--- config.mk ---
export PLATFORM = sky130hd
export DESIGN_NAME = jttb_ctrl
export DESIGN_NICKNAME = d
export VERILOG_FILES = /design/src/hw/rtl/jttb_pkg.sv /design/src/hw/rtl/jttb_ctrl.sv
export SDC_FILE = /design/constraint.sdc
export NUM_CORES = 1
export LEC_CHECK = 0
export BUFFER_PORTS_ARGS = -buffer_cell sky130_fd_sc_hd__buf_4
export CELL_PAD_IN_SITES_DETAIL_PLACEMENT = 1
export CELL_PAD_IN_SITES_GLOBAL_PLACEMENT = 1
export CORE_UTILIZATION = 35
export DETAILED_ROUTE_END_ITERATION = 16
export PLACE_DENSITY_LB_ADDON = 0.1
export SYNTH_ARGS = -nofsm -noshare
export SYNTH_HDL_FRONTEND = slang
export SYNTH_SLANG_ARGS = --single-unit
--- constraint.sdc ---
create_clock -name i_clk -period 2.7 [get_ports i_clk]
set_clock_uncertainty 0.1 [all_clocks]
set_input_delay 0.54 -clock i_clk [delete_from_list [all_inputs] [get_ports i_clk]]
set_output_delay 0.54 -clock i_clk [all_outputs]
set_load 0.01 [all_outputs]
--- src/hw/rtl/jttb_pkg.sv ---
`timescale 1ns / 1ps
// Shared types, codes and constants of the JSON token table builder.
// Used by the controller, the datapath and the top level; depends on nothing.
package jttb_pkg;

    localparam int MAX_TOKENS_D  = 1024;
    localparam int OFFSET_BITS_D = 20;

    // Byte codes.
    localparam logic [7:0] CH_NUL    = 8'h00;
    localparam logic [7:0] CH_TAB    = 8'h09;
    localparam logic [7:0] CH_LF     = 8'h0A;
    localparam logic [7:0] CH_CR     = 8'h0D;
    localparam logic [7:0] CH_SPACE  = 8'h20;
    localparam logic [7:0] CH_QUOTE  = 8'h22;
    localparam logic [7:0] CH_COMMA  = 8'h2C;
    localparam logic [7:0] CH_MINUS  = 8'h2D;
    localparam logic [7:0] CH_DOT    = 8'h2E;
    localparam logic [7:0] CH_ZERO   = 8'h30;
    localparam logic [7:0] CH_NINE   = 8'h39;
    localparam logic [7:0] CH_COLON  = 8'h3A;
    localparam logic [7:0] CH_LBRACK = 8'h5B;
    localparam logic [7:0] CH_RBRACK = 8'h5D;
    localparam logic [7:0] CH_LOW_A  = 8'h61;
    localparam logic [7:0] CH_LOW_E  = 8'h65;
    localparam logic [7:0] CH_LOW_F  = 8'h66;
    localparam logic [7:0] CH_LOW_L  = 8'h6C;
    localparam logic [7:0] CH_LOW_R  = 8'h72;
    localparam logic [7:0] CH_LOW_S  = 8'h73;
    localparam logic [7:0] CH_LOW_T  = 8'h74;
    localparam logic [7:0] CH_LOW_U  = 8'h75;
    localparam logic [7:0] CH_LBRACE = 8'h7B;
    localparam logic [7:0] CH_RBRACE = 8'h7D;

    // Result kinds.
    localparam logic [1:0] RK_FINISHED = 2'd0;
    localparam logic [1:0] RK_CHILD    = 2'd1;
    localparam logic [1:0] RK_ERROR    = 2'd2;
    localparam logic [1:0] RK_END      = 2'd3;

    // Status codes.
    localparam logic [2:0] ST_OK        = 3'd0;
    localparam logic [2:0] ST_MISMATCH  = 3'd1;
    localparam logic [2:0] ST_BAD_BYTE  = 3'd2;
    localparam logic [2:0] ST_FULL      = 3'd3;
    localparam logic [2:0] ST_BAD_LIT   = 3'd4;
    localparam logic [2:0] ST_NO_OPEN   = 3'd5;

    typedef enum logic [2:0] {
        TK_OBJECT = 3'd0,
        TK_ARRAY  = 3'd1,
        TK_STRING = 3'd2,
        TK_NUMBER = 3'd3,
        TK_BOOL   = 3'd4
    } t_tkind;

    typedef enum logic [2:0] {
        M_IDLE, M_STRING, M_NUMBER, M_LITERAL, M_DISCARD
    } t_mode;

    typedef enum logic [4:0] {
        S_IDLE, S_DECODE, S_HDL,
        S_NEW, S_NEW_WR, S_NEW_CHK, S_PAR_RD, S_PAR_LD, S_PAR_INC, S_PAR_WR, S_NEW_POST,
        S_EMIT_RD, S_EMIT_LD, S_EMIT,
        S_FIN_RD, S_FIN_LD, S_FIN_LEN, S_FIN_WR,
        S_WALK, S_WALK_LD, S_WALK_EV, S_CLOSE_WR,
        S_CM_RD, S_CM_LD, S_CM_EV,
        S_FAIL, S_END, S_DONE
    } t_state;

    typedef enum logic [2:0] {
        TS_NONE, TS_USED_M1, TS_ACTIVE, TS_PARENT, TS_USED, TS_NEWT
    } t_tsel;

    typedef enum logic [1:0] {
        AS_NONE, AS_NEWT, AS_PARENT, AS_USED_M1
    } t_asel;

    typedef enum logic [1:0] {
        SS_POS, SS_POS1, SS_LIT
    } t_ssel;

    typedef enum logic [1:0] {
        LS_OPEN, LS_ZERO, LS_LIT
    } t_lsel;

    typedef enum logic [2:0] {
        PU_NONE, PU_FIN, PU_CHILD, PU_ERR, PU_END
    } t_push;

    typedef struct packed {
        logic       accept;
        t_tsel      tsel;
        logic       rd;
        logic       ent_load;
        logic       ent_new;
        t_tkind     nkind;
        t_ssel      ssel;
        t_lsel      lsel;
        logic       ent_inc;
        logic       ent_len;
        logic       len_plus1;
        logic       wr;
        logic       used_inc;
        logic       newt_save;
        t_asel      asel;
        t_push      push;
        logic [2:0] code;
        logic       flush;
        logic       clear;
        logic       lit_start;
        logic       lit_step;
    } t_cmd;

    typedef struct packed {
        logic ws;
        logic nul;
        logic open_obj;
        logic open_arr;
        logic close_obj;
        logic close_arr;
        logic quote;
        logic num_start;
        logic digit_dot;
        logic lit_t;
        logic lit_f;
        logic colon;
        logic comma;
        logic lit_ok;
        logic lit_done;
        logic full;
        logic act_ok;
        logic tidx_bad;
        logic ent_open_cont;
        logic ent_is_cont;
        logic ent_is_obj;
        logic push_ok;
        logic stg_v;
        logic out_free;
    } t_sts;

    function automatic logic [7:0] lit_char(input logic is_true, input logic [2:0] step);
        logic [7:0] c;
        c = CH_NUL;
        if (is_true) begin
            case (step)
                3'd0: c = CH_LOW_T;
                3'd1: c = CH_LOW_R;
                3'd2: c = CH_LOW_U;
                3'd3: c = CH_LOW_E;
                default: c = CH_NUL;
            endcase
        end else begin
            case (step)
                3'd0: c = CH_LOW_F;
                3'd1: c = CH_LOW_A;
                3'd2: c = CH_LOW_L;
                3'd3: c = CH_LOW_S;
                3'd4: c = CH_LOW_E;
                default: c = CH_NUL;
            endcase
        end
        return c;
    endfunction

endpackage

--- src/hw/rtl/jttb_ctrl.sv ---
`timescale 1ns / 1ps
// Controller of the JSON token table builder: lexer mode and the sequencer
// that steps the datapath through table reads, writes and result pushes. Uses jttb_pkg.
module jttb_ctrl (
    input  logic            i_clk,
    input  logic            i_rst_n,
    input  logic            i_doc_valid,
    output logic            o_doc_ready,
    input  jttb_pkg::t_sts  i_sts,
    output jttb_pkg::t_cmd  o_cmd
);
    import jttb_pkg::*;

    t_state     r_state, n_state;
    t_mode      r_mode, n_mode;
    t_tkind     r_nkind, n_nkind;
    logic [2:0] r_code, n_code;
    logic       r_end, n_end;

    always_ff @(posedge i_clk) begin
        if (!i_rst_n) begin
            r_state <= S_IDLE;
            r_mode  <= M_IDLE;
            r_nkind <= TK_OBJECT;
            r_code  <= ST_OK;
            r_end   <= 1'b0;
        end else begin
            r_state <= n_state;
            r_mode  <= n_mode;
            r_nkind <= n_nkind;
            r_code  <= n_code;
            r_end   <= n_end;
        end
    end

    // Next state and lexer state.
    always_comb begin
        n_state = r_state;
        n_mode  = r_mode;
        n_nkind = r_nkind;
        n_code  = r_code;
        n_end   = r_end;
        case (r_state)
            S_IDLE: if (i_doc_valid) n_state = S_DECODE;
            S_DECODE: begin
                case (r_mode)
                    M_STRING: begin
                        if (i_sts.quote) n_state = S_FIN_RD;
                        else if (i_sts.nul) begin
                            n_code = ST_BAD_BYTE; n_end = 1'b1; n_state = S_FAIL;
                        end else n_state = S_DONE;
                    end
                    M_NUMBER: n_state = i_sts.digit_dot ? S_DONE : S_FIN_RD;
                    M_LITERAL: begin
                        if (!i_sts.lit_ok) begin
                            n_code = ST_BAD_LIT; n_end = i_sts.nul; n_state = S_FAIL;
                        end else if (i_sts.lit_done) begin
                            n_mode = M_IDLE; n_nkind = TK_BOOL; n_state = S_NEW;
                        end else n_state = S_DONE;
                    end
                    M_DISCARD: n_state = i_sts.nul ? S_END : S_DONE;
                    default: n_state = S_HDL;
                endcase
            end
            S_HDL: begin
                if (i_sts.ws) n_state = S_DONE;
                else if (i_sts.nul) n_state = S_END;
                else if (i_sts.open_obj) begin
                    n_nkind = TK_OBJECT; n_state = S_NEW;
                end else if (i_sts.open_arr) begin
                    n_nkind = TK_ARRAY; n_state = S_NEW;
                end else if (i_sts.close_obj || i_sts.close_arr) n_state = S_WALK;
                else if (i_sts.quote) begin
                    n_nkind = TK_STRING; n_state = S_NEW;
                end else if (i_sts.num_start) begin
                    n_nkind = TK_NUMBER; n_state = S_NEW;
                end else if (i_sts.lit_t || i_sts.lit_f) begin
                    n_mode = M_LITERAL; n_state = S_DONE;
                end else if (i_sts.colon) n_state = S_DONE;
                else if (i_sts.comma) n_state = i_sts.act_ok ? S_CM_RD : S_DONE;
                else begin
                    n_code = ST_BAD_BYTE; n_end = 1'b0; n_state = S_FAIL;
                end
            end
            S_NEW: begin
                if (i_sts.full) begin
                    n_code = ST_FULL; n_end = 1'b0; n_state = S_FAIL;
                end else n_state = S_NEW_WR;
            end
            S_NEW_WR:  n_state = S_NEW_CHK;
            S_NEW_CHK: n_state = i_sts.act_ok ? S_PAR_RD : S_NEW_POST;
            S_PAR_RD:  n_state = S_PAR_LD;
            S_PAR_LD:  n_state = S_PAR_INC;
            S_PAR_INC: n_state = S_PAR_WR;
            S_PAR_WR:  if (i_sts.push_ok) n_state = S_NEW_POST;
            S_NEW_POST: begin
                case (r_nkind)
                    TK_STRING: begin n_mode = M_STRING; n_state = S_DONE; end
                    TK_NUMBER: begin n_mode = M_NUMBER; n_state = S_DONE; end
                    TK_BOOL:   n_state = S_EMIT_RD;
                    default:   n_state = S_DONE;
                endcase
            end
            S_EMIT_RD: n_state = S_EMIT_LD;
            S_EMIT_LD: n_state = S_EMIT;
            S_EMIT:    if (i_sts.push_ok) n_state = S_DONE;
            S_FIN_RD:  n_state = S_FIN_LD;
            S_FIN_LD:  n_state = S_FIN_LEN;
            S_FIN_LEN: n_state = S_FIN_WR;
            S_FIN_WR: begin
                if (i_sts.push_ok) begin
                    // A number ends on a byte that still has to be lexed.
                    n_state = (r_mode == M_NUMBER) ? S_HDL : S_DONE;
                    n_mode  = M_IDLE;
                end
            end
            S_WALK: begin
                if (i_sts.tidx_bad) begin
                    n_code = ST_NO_OPEN; n_end = 1'b0; n_state = S_FAIL;
                end else n_state = S_WALK_LD;
            end
            S_WALK_LD: n_state = S_WALK_EV;
            S_WALK_EV: begin
                if (i_sts.ent_open_cont) begin
                    if (i_sts.close_obj != i_sts.ent_is_obj) begin
                        n_code = ST_MISMATCH; n_end = 1'b0; n_state = S_FAIL;
                    end else n_state = S_CLOSE_WR;
                end else n_state = S_WALK;
            end
            S_CLOSE_WR: if (i_sts.push_ok) n_state = S_DONE;
            S_CM_RD:   n_state = S_CM_LD;
            S_CM_LD:   n_state = S_CM_EV;
            S_CM_EV:   n_state = S_DONE;
            S_FAIL: begin
                if (i_sts.push_ok) begin
                    n_mode  = M_DISCARD;
                    n_state = r_end ? S_END : S_DONE;
                end
            end
            S_END: begin
                if (i_sts.push_ok) begin
                    n_mode = M_IDLE; n_state = S_DONE;
                end
            end
            S_DONE: if (!i_sts.stg_v || i_sts.out_free) n_state = S_IDLE;
            default: n_state = S_IDLE;
        endcase
    end

    // Datapath commands.
    always_comb begin
        o_cmd = '0;
        o_doc_ready = 1'b0;
        case (r_nkind)
            TK_OBJECT, TK_ARRAY: begin o_cmd.ssel = SS_POS;  o_cmd.lsel = LS_OPEN; end
            TK_STRING:           begin o_cmd.ssel = SS_POS1; o_cmd.lsel = LS_ZERO; end
            TK_NUMBER:           begin o_cmd.ssel = SS_POS;  o_cmd.lsel = LS_ZERO; end
            default:             begin o_cmd.ssel = SS_LIT;  o_cmd.lsel = LS_LIT;  end
        endcase
        o_cmd.nkind = r_nkind;
        o_cmd.code  = r_code;
        case (r_state)
            S_IDLE: begin
                o_doc_ready  = 1'b1;
                o_cmd.accept = i_doc_valid;
            end
            S_DECODE: begin
                if (r_mode == M_STRING && i_sts.quote) o_cmd.tsel = TS_USED_M1;
                if (r_mode == M_NUMBER && !i_sts.digit_dot) o_cmd.tsel = TS_USED_M1;
                if (r_mode == M_LITERAL && i_sts.lit_ok) o_cmd.lit_step = 1'b1;
            end
            S_HDL: begin
                if (!i_sts.ws && !i_sts.nul) begin
                    if (i_sts.close_obj || i_sts.close_arr) o_cmd.tsel = TS_ACTIVE;
                    else if (i_sts.lit_t || i_sts.lit_f) o_cmd.lit_start = 1'b1;
                    else if (i_sts.colon) o_cmd.asel = AS_USED_M1;
                    else if (i_sts.comma && i_sts.act_ok) o_cmd.tsel = TS_ACTIVE;
                end
            end
            S_NEW: begin
                if (!i_sts.full) begin
                    o_cmd.ent_new = 1'b1;
                    o_cmd.tsel    = TS_USED;
                end
            end
            S_NEW_WR: begin
                o_cmd.wr        = 1'b1;
                o_cmd.used_inc  = 1'b1;
                o_cmd.newt_save = 1'b1;
            end
            S_NEW_CHK: if (i_sts.act_ok) o_cmd.tsel = TS_ACTIVE;
            S_PAR_RD, S_EMIT_RD, S_FIN_RD, S_CM_RD: o_cmd.rd = 1'b1;
            S_PAR_LD, S_EMIT_LD, S_FIN_LD, S_WALK_LD, S_CM_LD: o_cmd.ent_load = 1'b1;
            S_PAR_INC: o_cmd.ent_inc = 1'b1;
            S_PAR_WR: begin
                if (i_sts.push_ok) begin
                    o_cmd.wr   = 1'b1;
                    o_cmd.push = PU_CHILD;
                end
            end
            S_NEW_POST: begin
                if (r_nkind == TK_OBJECT || r_nkind == TK_ARRAY) o_cmd.asel = AS_NEWT;
                if (r_nkind == TK_BOOL) o_cmd.tsel = TS_NEWT;
            end
            S_EMIT: if (i_sts.push_ok) o_cmd.push = PU_FIN;
            S_FIN_LEN: o_cmd.ent_len = 1'b1;
            S_FIN_WR: begin
                if (i_sts.push_ok) begin
                    o_cmd.wr   = 1'b1;
                    o_cmd.push = PU_FIN;
                end
            end
            S_WALK: if (!i_sts.tidx_bad) o_cmd.rd = 1'b1;
            S_WALK_EV: begin
                if (i_sts.ent_open_cont) begin
                    if (i_sts.close_obj == i_sts.ent_is_obj) begin
                        o_cmd.ent_len   = 1'b1;
                        o_cmd.len_plus1 = 1'b1;
                    end
                end else o_cmd.tsel = TS_PARENT;
            end
            S_CLOSE_WR: begin
                if (i_sts.push_ok) begin
                    o_cmd.wr   = 1'b1;
                    o_cmd.asel = AS_PARENT;
                    o_cmd.push = PU_FIN;
                end
            end
            S_CM_EV: if (!i_sts.ent_is_cont) o_cmd.asel = AS_PARENT;
            S_FAIL: if (i_sts.push_ok) o_cmd.push = PU_ERR;
            S_END: begin
                if (i_sts.push_ok) begin
                    o_cmd.push  = PU_END;
                    o_cmd.clear = 1'b1;
                end
            end
            S_DONE: if (i_sts.stg_v && i_sts.out_free) o_cmd.flush = 1'b1;
            default: o_cmd.accept = 1'b0;
        endcase
    end

endmodule

==> reports/metrics.csv, run 1 <==
stage;metric;value;unit
route;wl_per_cell;19.6;um
cells_and_area;antenna_cells_inserted;0;
clock_network;root_buffer;clkbuf_8;
sta;grt_setup_unrepaired;no;
sta;worst_slew_margin_rel;58.7;%
pwr;worst_ir_drop_vdd;0.000334;V
global_route;grt_pass1_vias;2495;
floorplan;die_height;76.5;um
min_path;min_path_type;reg2reg;
critical_path;endpoint_kind;primary output;
synthesis;ys.flop_type;dfxtp_1;
synthesis;seq_area_frac_synth;15.4;%
synthesis;synthArstFlopShare;0;%
sta;timing.final.setup_violations;0;
synthesis;synth.lib_cells_used.distinct;61;
synthesis;synth_top_area_cell;dfxtp_1;
route;initial_drc_count;224;
floorplan;die_x;76.5;um
clock_network;worstSkewPairLatency;250;ps
cells_and_area;final_util;47.5;%
cells_and_area;areaGrowthSynthToFinish;28.0;%
cells_and_area;final_net_count;373;
synthesis;post_synth_main_area_contributors;dfxtp_1 15%, a21oi_1 6.4%, nand2_1 6.2%, nor2_1 6.0%, nor3_1 4.9%;
clock_network;number_of_clock_buffers_inserted_by_tritoncts;3;
sta;report.final.slew_viol_count;0;
synthesis;synth_common_cells;32 x nand2_1, 31 x nor2_1, 25 x a21oi_1;
floorplan;die-area;5860;um^2
synthesis;yosysMostFrequentCell;nand2_1;
global_route;grt_first_pass_wirelength;13.0;mm
synthesis;synth.net_count;324;
global_route;antenna_violations_before_repair;0;
placement;dp.final_hpwl;6.15;mm
critical_path;crit_path_start_kind;flop;
floorplan;io-pin-count;60;
floorplan;placement_rows;26;
route;antenna_violating_nets_post_route;0;
sta;min_period_over_period;97.4;%
job;max-cap-violations;0;
synthesis;synthesis.area_per_instance;6.55;um^2
route;via_count;2524;
global_route;grt_max_degree;27;
synthesis;syn-instance-count;297;
clock_network;cts_sinks;15;
run_status;run_status;complete, no violations;
sta;timing_hold_violations_final;0;
sta;fmaxAchievable;0.380;GHz
synthesis;yosys_warnings;0;
sta;period_needed;2630;ps
critical_path;worst-endpoint-arrival;1990;ps
route;drtPass1Iterations;4;
route;drt-vias-per-instance;6.08;
critical_path;crit_fanout;8;
route;route.final.wire_length;8.14;mm
sta;totalNegativeSetupSlack;0;ps
global_route;global_route.usage.total;27.8;%
critical_path;timing.critical_path.required;2060;ps
floorplan;core_box_area;5240;um^2
global_route;grt_overflow_total;0;
clock_network;clkTransAtPathRegs;70;ps
floorplan;initial_utilization;37.1;%
route;drc_errors;0;
pwr;total_leakage_power;0.979;nW
clock_network;cts_tree;built;
pwr;pwr_density_cell;907;nW/um^2
clock_network;clk_path_buf_depth;2;
synthesis;share_of_the_synthesized_area_in_the_top_cell_type;15.4;%
critical_path;crit_type;reg2out;
synthesis;synth-edff-count;0;
cells_and_area;layout-drive-gt1-share;26.1;%
placement;finalWeightedCongestion;0.978;
synthesis;mapped_area;1940;um^2
placement;placement.io_buffers;59;
sta;hold_ws;382;ps
clock_network;cts-htree-levels;1;
synthesis;ys_ff_latch;15;
sta;worst-slew-pin-transition;618;ps
==> worst max-delay path: stages, from the launching register on <==
cell,delay (ps)
dfxtp_1,390
or3_1,570
nor4_2,460
or3_1,200
buf_4,120
==> flip-flops by register name, summed over array words and instances, names as in the netlist <==
register and flops:
r_end 1, r_code 3, r_mode 3, r_nkind 3
r_state 5
==> power breakdown <==
| group | internal [mW] | switching, mW |
|---|---|---|
| clock | 0.105 | 0.0870 |
| combinational | 0.621 | 1.08 |
| sequential | 0.277 | 0.0897 |
| total | 1.00 | 1.25 |
==> placed cells by master, fill, tap and decap left out, drive strengths merged, types with 3 or more instances in the layout <==
master	Yosys	final
o22ai	5	5
nand2	32	32
nor4	7	7
o41ai	3	3
buf	19	72
a21oi	25	25
nor3	19	19
o21ai	18	18
a311oi	3	3
a211oi	5	5
nor2b	6	6
and3	3	3
nand2b	14	14
a31oi	11	11
nor2	32	32
inv	9	9
clkbuf	9	4
nand4	5	5
o31ai	3	3
or3	4	4
nand3	13	13
dfxtp	15	15
==> cell type report <==
cell class              count  area (um^2)
multi-input cells         244         1470
clock buffers               4         45.0
fillers                   699         2750
repair buffers             72          544
inverters                  10         37.5
well taps                  70         87.6
flip-flops and latches     15          300
==> what timing repair did <==
action | in CTS | in global routing
hold buffers | 0 | 0
resized for setup | 1 | 1
endpoints found under the setup margin | 1 | 3
pin swaps | 0 | 1
buffers inserted | 0 | 3
==> through the flow <==
step                      cells  total power, mW  instance area (um^2)  setup slack [ps]
final                       415             2.26                  2490              70.6
after global placement      408             1.99                  2410               188
after global routing        415             2.41                  2490             0.842
after floorplan             297             1.49                  1940               461
after detailed placement    408             1.99                  2410               232
after CTS                   412             2.20                  2460              78.4
==> cell families after synthesis <==
logic type                after synthesis  synth area share [%]
DFF                                    15                  15.4
muxes                                   1                 0.515
xor gates and xnor gates                2                 0.901
buffers and inverters                  38                  9.07
AOI/OAI and AO/OA                      96                  34.7
and+or+nand+nor                       145                  39.4
==> worst paths after layout <==
kind / to / slack [ps] / cells after the start / start
max: o_cmd[28] / 70 / 4 / r_state[3]$_SDFFE_PN0P_
min: r_code[1]$_SDFFE_PN0P_ / 380 / 2 / r_code[1]$_SDFFE_PN0P_
max reg2reg: r_state[4]$_SDFFE_PN0P_ / 360 / 7 / r_state[4]$_SDFFE_PN0P_
min reg2reg: r_code[1]$_SDFFE_PN0P_ / 380 / 2 / r_code[1]$_SDFFE_PN0P_
==> routing by layer <==
metal | track usage, % | up-vias | wire (um)
li1 | - | 1201 | -
met1 | 36.3 | 1191 | 3610
met2 | 45.7 | 113 | 3680
met3 | 6.95 | 19 | 689
met5 | 0 | - | 0
met4 | 6.15 | 0 | 155
Power figures use the tool's default switching activity.
==> inputs of run 2 (changes only) <==
--- a/config.mk
+++ b/config.mk
@@ -11,6 +11,7 @@
 export CORE_UTILIZATION = 35
 export DETAILED_ROUTE_END_ITERATION = 16
 export PLACE_DENSITY_LB_ADDON = 0.1
+export REMOVE_ABC_BUFFERS = 1
 export SYNTH_ARGS = -nofsm -noshare
 export SYNTH_HDL_FRONTEND = slang
 export SYNTH_SLANG_ARGS = --single-unit
==> run 2 against run 1 <==
Against the previous run: register-to-register slack worse by 70 ps; highest routed layer unchanged; combinational power hardly changed; non-clock buffer count is 7 higher; fmax is 1.0% higher.
==> reports/metrics.csv, run 2 (synthesis gave the netlist of run 1 again) <==
stage;metric;value;unit;change
clock_network;clk_path_buf_depth;2;;unchanged
clock_network;cts_sinks;15;;unchanged
floorplan;io-pin-count;60;;unchanged
floorplan;core_box_area;5240;um^2;unchanged
sta;hold_ws;387;ps;+4.93 ps
sta;worst-slew-pin-transition;829;ps;+211 ps
min_path;min_path_type;reg2reg;;
cells_and_area;final_net_count;380;;+1.9%
sta;timing.final.setup_violations;0;;unchanged
route;wl_per_cell;18.9;um;-3.7%
global_route;grt_overflow_total;0;;unchanged
pwr;worst_ir_drop_vdd;0.000350;V;+4.7%
cells_and_area;largest_reg_flops;5;;unchanged
placement;placement.io_buffers;59;;unchanged
clock_network;clkTransAtPathRegs;70;ps;about the same
clock_network;number_of_clock_buffers_inserted_by_tritoncts;3;;unchanged
cells_and_area;final_util;48.3;%;+0.81 points
placement;post_dp_cell_area;2460;um^2;+1.9%
clock_network;root_buffer;clkbuf_8;;
critical_path;crit_fanout;16;;+8
critical_path;critPathLaunch;r_state[3]$_SDFFE_PN0P_;;
global_route;antenna_violations_before_repair;0;;unchanged
run_status;run_status;complete, no violations;;
sta;fmaxAchievable;0.384;GHz;+1.0%
clock_network;cts_hold_repair.buffers;0;;unchanged
placement;finalWeightedCongestion;0.918;;-6.1%
sta;min_period_over_period;96.4;%;-1.0 points
clock_network;cts_tree;built;;
min_path;worstHoldEndpoint;r_code[1]$_SDFFE_PN0P_;;
floorplan;die-area;5860;um^2;unchanged
cells_and_area;final_cell_area;2530;um^2;+1.7%
critical_path;worst-endpoint-arrival;1960;ps;-30 ps
pwr;total_leakage_power;1.01;nW;+3.2%
cells_and_area;areaGrowthSynthToFinish;30.2;%;
cells_and_area;finalNonFillerCells;422;;+1.7%
critical_path;crit_type;reg2out;;
cells_and_area;layout-drive-gt1-share;27.3;%;+1.2 points
route;drt-vias-per-instance;6.05;;-0.57%
min_path;min_path_cells;2;;unchanged
min_path;timing.hold.worst.start;r_code[1]$_SDFFE_PN0P_;;
route;drtPass1Iterations;5;;+1
cells_and_area;final_cell_mix;79 x buf_4, 32 x nand2_1, 31 x nor2_1, 25 x a21oi_1, 19 x nor3_1;;
critical_path;reg2reg_depth;7;;unchanged
global_route;grt_max_degree;32;;+19%
sta;worst_slew_margin_rel;44.2;%;-14 points
global_route;global_route.usage.total;27.5;%;-0.31 points
cells_and_area;largest_register;r_state;;
route;initial_drc_count;195;;-13%
floorplan;die_x;76.5;um;unchanged
critical_path;crit_path_start_kind;flop;;
route;antenna_violating_nets_post_route;0;;unchanged
global_route;grt_pass1_vias;2497;;+0.080%
route;route.final.wire_length;7.96;mm;-2.1%
cells_and_area;antenna_cells_inserted;0;;unchanged
critical_path;r2r-end;r_state[0]$_SDFFE_PN0P_;;
job;max-cap-violations;0;;unchanged
sta;timing_hold_violations_final;0;;unchanged
critical_path;timing.critical_path.required;2060;ps;about the same
global_route;grt_first_pass_wirelength;12.9;mm;-0.95%
critical_path;endpoint_kind;primary output;;
route;drc_errors;0;;unchanged
floorplan;placement_rows;26;;unchanged
route;via_count;2552;;+1.1%
cells_and_area;n_fill_cell;707;;+1.1%
placement;placed_cells;414;;+1.5%
sta;report.final.slew_viol_count;0;;unchanged
floorplan;die_height;76.5;um;unchanged
clock_network;worstSkewPairLatency;250;ps;about the same
sta;grt_setup_unrepaired;yes;;
placement;dp.final_hpwl;6.36;mm;+3.5%
pwr;pwr_density_cell;903;nW/um^2;-0.42%
clock_network;post_cts_resize_count;0;;-1
critical_path;rrSetupSlack;290;ps;-70 ps
critical_path;timing.rr.start;r_state[1]$_SDFFE_PN0P_;;
sta;period_needed;2600;ps;-26.9 ps
cells_and_area;mostFrequentLayoutCell;buf_4;;
floorplan;initial_utilization;37.1;%;unchanged
clock_network;cts-htree-levels;1;;unchanged
run 2: changes by cell type in the layout (fill, tap and decap cells not counted):
cell	previous run	this run
buf_4	71	79
buf_6	1	0
nor4_1	4	5
nor4_2	1	0
run 2: power by group:
part           internal [mW]  leakage, nW  switching, mW  total [mW]
registers              0.277        0.122         0.0862       0.363
clock network          0.105       0.0228         0.0885       0.193
logic                  0.671        0.864           1.06        1.73
total                   1.05         1.01           1.23        2.29
run 2: routing by layer:
layer	global-route usage (%)	vias to the layer above	part of all wire [%]
li1	-	1213	-
met5	0	-	0
met3	4.31	14	6.3
met1	37.0	1225	45
met2	45.8	100	47
met4	5.96	0	1.9
run 2: critical path, stage by stage (launching register included):
cell,delay [ps]
dfxtp_1,330
buf_4,200
nand2b_1,250
nor4_1,610
or3_1,200
buf_4,120
run 2: per-stage QoR:
step                      total power, mW  setup slack (ps)  setup TNS (ps)
after floorplan                      1.39               239               0
after global placement               2.02               306               0
after detailed placement             2.04               264               0
after CTS                            2.24              10.4               0
after global routing                 2.47             -11.4           -16.8
final                                2.29              97.5               0
run 2: layout make-up:
class / count / area [um^2] / share of cell area, %
inverters: 10 / 37.5 / 1.48
flip-flops and latches: 15 / 300 / 11.9
repair buffers: 79 / 593 / 23.4
well taps: 70 / 87.6 / 3.46
multi-input cells: 244 / 1470 / 58.0
clock buffers: 4 / 45.0 / 1.78
run 2: what timing repair did:
item                                    CTS  global route
endpoints found under the hold margin     0             0
endpoints found under the setup margin    0             4
buffers inserted                          0             4
run 2: worst max-delay path by stage:
stage / end / slack (ps) / depth (start not counted)
finish: o_cmd[28] / 100 / 5
global route: o_cmd[0] / -10 / 4
CTS: o_cmd[11] / 10 / 5
detailed placement: r_code[0]$_SDFFE_PN0P_ / 260 / 6
global placement: o_cmd[11] / 310 / 5
floorplan: o_cmd[28] / 240 / 3
